$ cat src/rtl/ffsa_pkg.sv
`default_nettype none
package ffsa_pkg;
    typedef enum logic [1:0] {
        OP_CLEAR    = 2'd0,
        OP_MARK     = 2'd1,
        OP_ALLOCATE = 2'd2,
        OP_UNUSED   = 2'd3
    } t_op;

    localparam logic [1:0] ST_OK        = 2'd0;
    localparam logic [1:0] ST_TOO_LARGE = 2'd1;
    localparam logic [1:0] ST_DISK_FULL = 2'd2;

    localparam int unsigned SectorsPerTrack = 10;
    localparam logic [9:0]  TotalReset      = 10'd800;

    // Control word for the chain of map cells.
    typedef struct packed {
        logic clear;
        logic mark;
        logic probe;
    } t_cell_ctl;
endpackage
`default_nettype wire

$ cat src/rtl/first_fit_sector_allocator.sv
// Sequence: clear, unused codes and allocates that need no search (too large or
// zero length) pass from acceptance through S_DIV and S_OUT to o_valid; mark and
// searching allocates first rotate the whole map once in S_WALK.
// Flow: one transaction at a time, accepted only after the previous result has left.
// Reset: synchronous active low; sectors 0 and 1 are set, total is 800.
`default_nettype none
module first_fit_sector_allocator #(
    parameter int unsigned MAP_SECTORS = 800
) (
    input  wire        i_clk,
    input  wire        i_rst_n,
    input  wire        i_cfg_we,
    input  wire [9:0]  i_cfg_data,
    input  wire        i_valid,
    output logic       o_stall,
    input  wire [1:0]  i_operation,
    input  wire [9:0]  i_start_sector,
    input  wire [17:0] i_length_bytes,
    output logic       o_valid,
    input  wire        i_stall,
    output logic [1:0] o_status,
    output logic [9:0] o_found_sector,
    output logic [6:0] o_found_track,
    output logic [3:0] o_found_sector_in_track
);
    localparam int unsigned IW = $clog2(MAP_SECTORS + 1);
    localparam logic [IW-1:0] LastIdx = IW'(MAP_SECTORS - 1);

    typedef enum logic [1:0] {S_IDLE, S_WALK, S_DIV, S_OUT} t_state;

    t_state             r_state;
    logic [9:0]         r_total;
    logic [1:0]         r_op;
    logic [10:0]        r_lo;       // mark extent start
    logic [18:0]        r_hi;       // mark extent end, exclusive
    logic [10:0]        r_need;
    logic [IW-1:0]      r_pos;      // sector number at the head cell
    logic [10:0]        r_run;
    logic               r_found;
    logic [9:0]         r_eff;
    logic [9:0]         r_sec;
    logic [6:0]         r_trk;
    logic [3:0]         r_rem;
    logic [1:0]         r_st;
    logic               r_clr;

    logic [MAP_SECTORS-1:0] w_map;
    logic [MAP_SECTORS-1:0] w_prev;
    ffsa_pkg::t_cell_ctl    w_ctl;
    logic [10:0]            w_need;
    logic [9:0]             w_eff;
    logic                   w_acc;
    logic                   w_head_set;
    logic                   w_free;
    logic                   w_scan;
    logic                   w_hit;

    assign w_acc  = i_valid && !o_stall;
    // A pending result holds off the next transaction.
    assign o_stall = (r_state != S_IDLE) || o_valid;
    assign w_need = 11'(i_length_bytes[17:8]) + 11'(|i_length_bytes[7:0]);
    always_comb begin
        w_eff = r_total;
        if (r_total < 10'd2) begin
            w_eff = 10'd2;
        end else if (32'(r_total) > MAP_SECTORS) begin
            w_eff = 10'(MAP_SECTORS);
        end
    end

    assign w_ctl.clear = r_clr;
    assign w_ctl.probe = (r_state == S_WALK);
    assign w_ctl.mark  = w_ctl.probe && (r_op == ffsa_pkg::OP_MARK) &&
                         (19'(r_pos) >= 19'(r_lo)) && (19'(r_pos) < r_hi);
    // Head cell holds sector r_pos; it is set as it passes when marked.
    assign w_head_set = w_ctl.mark;
    assign w_free = !w_map[0];

    // Search window is sectors 1 .. eff-1; a hit may land on the last walk cycle.
    assign w_scan = w_ctl.probe && (r_op == ffsa_pkg::OP_ALLOCATE) && !r_found &&
                    (r_pos != '0) && (32'(r_pos) < 32'(r_eff));
    assign w_hit  = w_scan && w_free && (r_run + 11'd1 >= r_need);

    // The head bit wraps around to the tail of the chain.
    assign w_prev = {w_map[0] | w_head_set, w_map[MAP_SECTORS-1:1]};

    // Chain of cells: cell k holds sector (r_pos + k) mod MAP_SECTORS.
    for (genvar k = 0; k < MAP_SECTORS; k++) begin : g_cell
        ffsa_cell u_cell (
            .i_clk      (i_clk),
            .i_rst_n    (i_rst_n),
            .i_reset_val((k == 0 || k == 1) ? 1'b1 : 1'b0),
            .i_shift    (w_ctl.probe),
            .i_set      (1'b0),
            .i_clr      (w_ctl.clear),
            .i_prev     (w_prev[k]),
            .o_bit      (w_map[k])
        );
    end

    // Sequencer: one clocked block for state and registered outputs.
    always_ff @(posedge i_clk) begin
        if (!i_rst_n) begin
            r_state <= S_IDLE;
            r_total <= ffsa_pkg::TotalReset;
            r_clr   <= 1'b0;
            o_valid <= 1'b0;
        end else begin
            r_clr <= 1'b0;
            if (i_cfg_we) begin
                r_total <= i_cfg_data;
            end
            unique case (r_state)
                S_IDLE: begin
                    if (o_valid && !i_stall) begin
                        o_valid <= 1'b0;
                    end
                    if (w_acc) begin
                        r_op    <= i_operation;
                        r_lo    <= 11'(i_start_sector);
                        r_hi    <= 19'(i_start_sector) + 19'(w_need);
                        r_need  <= w_need;
                        r_eff   <= w_eff;
                        r_pos   <= '0;
                        r_run   <= '0;
                        r_found <= 1'b0;
                        r_sec   <= '0;
                        r_st    <= ffsa_pkg::ST_OK;
                        r_state <= S_DIV;
                        if (i_operation == ffsa_pkg::OP_CLEAR) begin
                            r_clr <= 1'b1;
                        end else if (i_operation == ffsa_pkg::OP_MARK) begin
                            r_state <= S_WALK;
                        end else if (i_operation == ffsa_pkg::OP_ALLOCATE) begin
                            if (w_need > 11'(w_eff - 10'd2)) begin
                                r_st <= ffsa_pkg::ST_TOO_LARGE;
                            end else if (w_need == '0) begin
                                r_sec <= 10'd1;
                            end else begin
                                r_state <= S_WALK;
                            end
                        end
                    end
                end
                S_WALK: begin
                    // Run counting over sectors 1 .. eff-1 as they pass the head.
                    if (w_scan) begin
                        if (!w_free) begin
                            r_run <= '0;
                        end else begin
                            r_run <= r_run + 11'd1;
                            if (w_hit) begin
                                r_found <= 1'b1;
                                r_sec   <= 10'(11'(r_pos) + 11'd1 - r_need);
                            end
                        end
                    end
                    r_pos <= r_pos + 1'b1;
                    if (r_pos == LastIdx) begin
                        if (r_op == ffsa_pkg::OP_ALLOCATE && !r_found && !w_hit) begin
                            r_st <= ffsa_pkg::ST_DISK_FULL;
                        end
                        r_state <= S_DIV;
                    end
                end
                S_DIV: begin
                    // Track number from the sector; the sector in track follows in S_OUT.
                    r_trk   <= 7'((18'(r_sec) * 18'd205) >> 11);
                    r_state <= S_OUT;
                end
                S_OUT: begin
                    r_rem   <= 4'(r_sec - 10'(r_trk) * 10'(ffsa_pkg::SectorsPerTrack));
                    o_valid <= 1'b1;
                    r_state <= S_IDLE;
                end
                default: r_state <= S_IDLE;
            endcase
        end
    end

    assign o_status               = r_st;
    assign o_found_sector         = r_sec;
    assign o_found_track          = r_trk;
    assign o_found_sector_in_track = r_rem;

    // A finished search never exceeds the map.
    a_sec_range: assert property (@(posedge i_clk) disable iff (!i_rst_n)
        o_valid |-> (32'(o_found_sector) < MAP_SECTORS))
        else $error("found sector beyond map");
    // Non-ok results carry a zero sector.
    a_zero_on_err: assert property (@(posedge i_clk) disable iff (!i_rst_n)
        (o_valid && o_status != ffsa_pkg::ST_OK) |-> (o_found_sector == '0))
        else $error("error result with nonzero sector");
    // No new transaction starts while the map walk is running.
    a_busy: assert property (@(posedge i_clk) disable iff (!i_rst_n)
        (r_state == S_WALK) |-> o_stall)
        else $error("accepting during walk");
endmodule
`default_nettype wire

$ cat src/rtl/ffsa_cell.sv
`default_nettype none
// One occupancy bit of the sector map. The map is a circular shift line:
// each cell passes its bit to the next cell every rotate cycle.
module ffsa_cell (
    input  wire              i_clk,
    input  wire              i_rst_n,
    input  wire              i_reset_val,
    input  wire              i_shift,
    input  wire              i_set,
    input  wire              i_clr,
    input  wire              i_prev,
    output logic             o_bit
);
    logic r_bit;
    logic n_bit;

    // Next value: clear wins over a set, and a set wins over the shifted bit.
    always_comb begin
        n_bit = r_bit;
        if (i_shift) begin
            n_bit = i_prev;
        end
        if (i_set) begin
            n_bit = 1'b1;
        end
        if (i_clr) begin
            n_bit = i_reset_val;
        end
    end

    always_ff @(posedge i_clk) begin
        if (!i_rst_n) begin
            r_bit <= i_reset_val;
        end else begin
            r_bit <= n_bit;
        end
    end

    assign o_bit = r_bit;
endmodule
`default_nettype wire
$ cat config.mk
export PLATFORM = sky130hd
export DESIGN_NAME = first_fit_sector_allocator
export DESIGN_NICKNAME = d
export VERILOG_FILES = /design/src/rtl/ffsa_pkg.sv /design/src/rtl/first_fit_sector_allocator.sv /design/src/rtl/ffsa_cell.sv
export SDC_FILE = /design/constraint.sdc
export NUM_CORES = 2
export LEC_CHECK = 0
export BUFFER_PORTS_ARGS = -buffer_cell sky130_fd_sc_hd__buf_2
export CAP_MARGIN = 20
export CORE_MARGIN = 3
export CORE_UTILIZATION = 66
export DETAILED_ROUTE_END_ITERATION = 8
export PLACE_DENSITY_LB_ADDON = 0.3
export SYNTH_ARGS = -nofsm -noshare
export SYNTH_HDL_FRONTEND = slang
export SYNTH_SLANG_ARGS = --single-unit
$ cat constraint.sdc
create_clock -name i_clk -period 12.7 [get_ports i_clk]
set_clock_uncertainty 0.15 [all_clocks]
set_input_delay 1.27 -clock i_clk [delete_from_list [all_inputs] [get_ports i_clk]]
set_output_delay 1.27 -clock i_clk [all_outputs]
set_load 0.01 [all_outputs]
# [Yosys cells after proc, flatten, opt, wreduce, memory -nomap -nowiden]
# Cells that the tools add are included.
[word_totals] register_bits=911 latch_bits=0 mem_bits_rw=0 romBits=0 out_inout_bits=25 memories=0
[op_classes] add_sub_neg=8 multipliers=2 div=0 order_cmp=7 eq_ne=15 shifts=0 n_mux=42 bitwise=2 reduce_logical=37
[op_table] cell="$mux W10" count=7
[op_table] cell="$pmux W10 S2" count=2
[op_table] cell="$mux W11" count=3
[op_table] cell="$pmux W11 S2" count=1
[op_table] cell="$add A10 B1 Y10 const B" count=2
[op_table] cell="$mux W2" count=10
[op_table] cell="$lt A10 B19 Y1" count=1
[op_table] cell="$mul A10 B8 Y18 const B" count=1
[op_table] cell="$mux W1" count=15
[op_table] cell="$ne A2 B2 Y1 const B" count=7
[op_table] cell="$logic_and A1 B1 Y1" count=13
[op_table] cell="$add A10 B11 Y12" count=1
[op_table] cell="$add A10 B1 Y11" count=1
[op_table] cell="$add A11 B1 Y11 const B" count=1
[op_table] cell="$ge A11 B11 Y1" count=1
[op_table] cell="$gt A11 B11 Y1" count=1
[op_table] cell="$logic_not A11 Y1" count=1
[op_table] cell="$sub A10 B2 Y11 const B" count=1
[op_table] cell="$eq A10 B10 Y1 const B" count=1
[op_table] cell="$ge A10 B10 Y1" count=1
[op_table] cell="$gt A10 B10 Y1 const B" count=1
[op_table] cell="$lt A10 B10 Y1" count=1
[op_table] cell="$lt A10 B2 Y1 const B" count=1
[op_table] cell="$reduce_bool A10 Y1" count=1
[op_table] cell="21 further kinds" count=38

# [Logic depth before layout (Yosys ltp)]
[depth] word_depth=12 mapped_depth=17

# [Cells and area by module]
# From an unflattened synthesis, not the netlist that was laid out.
[hier_totals] cells_unflattened=6345 hier_area_um2=62922.8
[modules_own_cells] module="ffsa_cell" n_inst=800 cells_each=7 area_each_um2=68.8 seq_area_each_um2=30.0
[modules_own_cells] module="first_fit_sector_allocator" n_inst=1 cells_each=745 area_each_um2=7870.0 seq_area_each_um2=2982.9

# [Worst setup path before layout]
# No wires, ideal clock.
[synth_timing] path_kind="register to register" from="register r_sec[2], in the netlist o_found_sector[2]" to="register r_trk[5], in the netlist o_found_track[5], data pin" setup_ps=258 arrival_ps=3721 required_ps=12292 path_slack_ps=8572 stages_incl_launch_ff=13 path_buffers=0 period_less_slack_ps=4128 cell_sequence="edfxtp_1 > ha_1 > inv_1 > fa_1 > fa_1 > inv_1 > fa_1 > ha_1 > a2111oi_2 > a31oi_1 > a211o_1 > a21oi_1 > xnor2_1"
[synth_via] elab_chain_cells=1
[synth_rtl] item="start: declaration" line_no="first_fit_sector_allocator.sv:41" source="logic [9:0] r_sec;"
[synth_rtl] item="start signal: assignment" line_no="first_fit_sector_allocator.sv:154" source="r_sec <= 10'(11'(r_pos) + 11'd1 - r_need);"
[synth_rtl] item="$mul A10 B8 Y18" line_no="first_fit_sector_allocator.sv:168" source="r_trk <= 7'((18'(r_sec) * 18'd205) >> 11);"
[synth_rtl] item="end signal: assignment" line_no="first_fit_sector_allocator.sv:168"
[synth_rtl] item="end: declaration" line_no="first_fit_sector_allocator.sv:42" source="logic [6:0] r_trk;"
# Every way passes these cells.
# A chain may end at the register's enable or synchronous reset.

# [Final worst setup path]
[layout_timing] from="register r_state[1]" to="register g_cell[473].u_cell.r_bit"
[layout_via] elab_chain_cells=1
[layout_rtl] item="start: declaration" line_no="first_fit_sector_allocator.sv:31" source="t_state r_state;"
[layout_rtl] item="start signal: assignment" line_no="first_fit_sector_allocator.sv:104" source="r_state <= S_IDLE;"
[layout_rtl] item="start signal: assignment" line_no="first_fit_sector_allocator.sv:129" source="r_state <= S_DIV;"
[layout_rtl] item="start signal: assignment" line_no="first_fit_sector_allocator.sv:133" source="r_state <= S_WALK;"
[layout_rtl] item="$eq A2 B1 Y1" line_no="first_fit_sector_allocator.sv:72" source="assign w_ctl.probe = (r_state == S_WALK);"
[layout_rtl] item="net g_cell[0].u_cell.i_shift" line_no="ffsa_cell.sv:8" source="input wire i_shift,"
[layout_rtl] item="end signal: assignment" line_no="ffsa_cell.sv:33" source="r_bit <= i_reset_val;"
[layout_rtl] item="end signal: assignment" line_no="ffsa_cell.sv:35" source="r_bit <= n_bit;"
[layout_rtl] item="end: declaration" line_no="ffsa_cell.sv:14" source="logic r_bit;"
# The timed path passes the listed nets, and every way through them passes these cells.

==> metrics.yaml <==
min_path:
  whs_endpoint: "g_cell[1].u_cell.o_bit"
  min_path_type: "reg2reg"
  worst_hold_path.num_cells: 2
  worstHoldStart: "g_cell[1].u_cell.o_bit"
detailed_routing:
  routedWlPerCell_microns: 13.9
  first_iter_violations: 1272
  firstDrtPassIters: 4
  drt_wl_total_microns: 56800
  viasPerCell: 5.34
  vias: 21824
  drc: 0
  drtAntennaViolNets: 0
place:
  place_hpwl_microns: 35000
  routabilityCongestion: 0.903
  place_ws_ns: 7.60
  port_buffers: 69
  placed_cell_area_sq_um: 36400
floorplanning:
  io_pins: 70
  die-area_sq_um: 57100
  rows: 84
  coreArea_sq_um: 53200
  die_h_microns: 239
  die_x_microns: 239
  start_util_pct: 67.4
sta:
  worst_pin_slew_ns: 1.21
  period_share_pct: 40.3
  hold_ws_ns: 0.329
  finalSetupTns_ns: 0
  fmax_mhz: 195
  rsz0062_at_grt: "false"
  final.setup.worst_slack_ns: 7.58
  setup_viol: 0
  period_needed_ns: 5.12
  hold_viol: 0
  slew_headroom_pct: 19.0
  drv_slew: 0
critical_path:
  arrival_ns: 5.42
  worstPathMaxFanout: 163
  r2r-end: "g_cell[473].u_cell.o_bit"
  cp_cell_sequence: "inv_1 > ha_4 > buf_12 > buf_12 > buf_12 > buf_4 > mux2i_1 > nor2_1"
  timing.rr.start: "r_state[1]"
  r2r_slack_ns: 7.58
  crit_path_start_kind: "flop"
  crit_slowest_cell: "buf_4"
  path_class: "reg2reg"
  crit_path_end_kind: "flop"
  max_stage_delay_ns: 0.97
  r2r_cells: 8
  timing.critical_path.mode_cell: "buf_12"
  required_ns: 13.00
yosys:
  synth_seq_cells: 904
  synth_top_cell_area_share_pct: 45.5
  synth_edf_count: 90
  synth_cells: 3343
  synth_top_area_cell: "dfxtp_1"
  ys_top_cells_by_area: "dfxtp_1, mux2i_1, nor2_1"
  yosysMostFrequentCell: "nor2_1"
  ys_types: 65
  yosys_most_used_dff: "dfxtp_1"
  ys_seq_area_share_pct: 53.0
  async_flop_share_pct: 0
  netlist_top_cells_count: "nor2_1, dfxtp_1, mux2i_1"
  ys_warn_count: 0
  synthesis.area_sq_um: 35800
  synth.net_count: 3546
  syn_avg_cell_area_sq_um: 10.7
run:
  maxCapViolations: 0
clock_tree:
  cts_tree: "built"
  cts.sink_count: 904
  htreeDepth: 3
  cts_root_buffer: "clkbuf_16"
  path_clk_slew_ns: 0.06
  clkLatencyLatePin_ns: 0.61
  cts_setup_buffers: 0
  numCtsBuffers: 87
  cts_buffer_depth: 3
  ctsHoldBuffers: 0
  cts_resized: 0
final_layout:
  postLayoutCoreUtil_pct: 74.3
  fin_nets: 3535
  diodes: 0
  area_delta_synth_final_pct: 10.3
  postLayoutCellArea_sq_um: 39500
  drive_gt1_share_pct: 7.41
pwr:
  ir_drop_mv: 0.190
  powerDensity_nw_per_um2: 198
  p_leak_uw: 0.0151
grt:
  grt_pass1_vias: 21654
  track_usage_pct: 20.0
  grt_max_degree: 290
  antenna_found_initial: 0
  grt_pass1_wl_microns: 98800
  overflow: 0
run_status:
  status: "completed"
[cell usage in the layout (no fill, tap or decap), drive strengths merged, types with 3 or more instances in the layout]
master      n
a211o       3
a211oi      5
a21o       16
a21oi      38
and2        8
and3        8
buf        87
bufinv      4
clkbuf    131
clkinv     17
clkinvlp    3
dfxtp     814
edfxtp     90
fa         20
ha        138
inv       120
mux2i     811
nand2      34
nand2b     12
nand3      14
nand4       8
nand4b      3
nor2      847
nor2b      26
nor3       14
nor4        5
o211ai      7
o21ai      23
or2         3
or3         5
xnor2      35
xor2       22
[routing by layer]
layer	share of wire [%]	GRT usage (%)
met1	47	26.4
met2	48	33.6
met3	2.9	3.50
met4	2.6	6.49
met5	0	0
[registers in the layout (all words and copies together), names as in the netlist, 10 cells and up]
signal,count
g_cell.u_cell.o_bit,800
o_found_sector,10
r_eff,10
r_hi,12
r_lo,10
r_need,11
r_pos,10
r_run,11
r_total,10
[logic make-up after synthesis]
family	after synthesis	share of synthesized area [%]
simple gates	992	11.3
flops	904	53.0
mux	811	22.7
buf+inv	305	3.48
fa+ha+maj	158	5.94
compound gates	115	2.22
xor+xnor	57	1.39
other cells	1	0.0105
[power breakdown]
part	internal [uW]	total, uW	leakage [uW]	switching [uW]
sequential	3000	3070	0.00740	64.5
clock	1570	2610	0.00148	1040
combinational	963	2150	0.00619	1190
total	5540	7840	0.0151	2300
[metrics by stage]
stage / cells / power (uW)
after floorplan: 3343 / 4870
after global placement: 3926 / 5180
after detailed placement: 3927 / 5250
after CTS: 4084 / 7890
after global routing: 4088 / 8230
final: 4088 / 7840
[cell type report]
cell class	instances	area, sq um
clock buffers	131	2730
clock inverters	26	269
fillers	3572	13700
inverters	118	443
multi-input cells	2134	15600
flip-flops and latches	904	19000
well taps	688	861
repair buffers	87	603
[worst max-delay path by stage]
stage                       from                  endpoint  depth (start not counted)
2_1_floorplan  o_found_sector[2]          o_found_track[5]                         12
3_3_place_gp          r_state[1]  g_cell[478].u_cell.o_bit                          8
3_5_place_dp          r_state[1]  g_cell[503].u_cell.o_bit                          8
4_1_cts               r_state[1]  g_cell[503].u_cell.o_bit                          8
5_1_grt               r_state[1]  g_cell[492].u_cell.o_bit                          8
6_report              r_state[1]  g_cell[473].u_cell.o_bit                          8
[critical path: cells and delay by family (launching register included)]
family | cells | cell delay (ns)
buf+inv | 5 | 3.24
fa+ha+maj | 1 | 0.36
flops | 1 | 0.34
mux | 1 | 0.29
simple gates | 1 | 0.07
(Power assumes the default switching activity.)
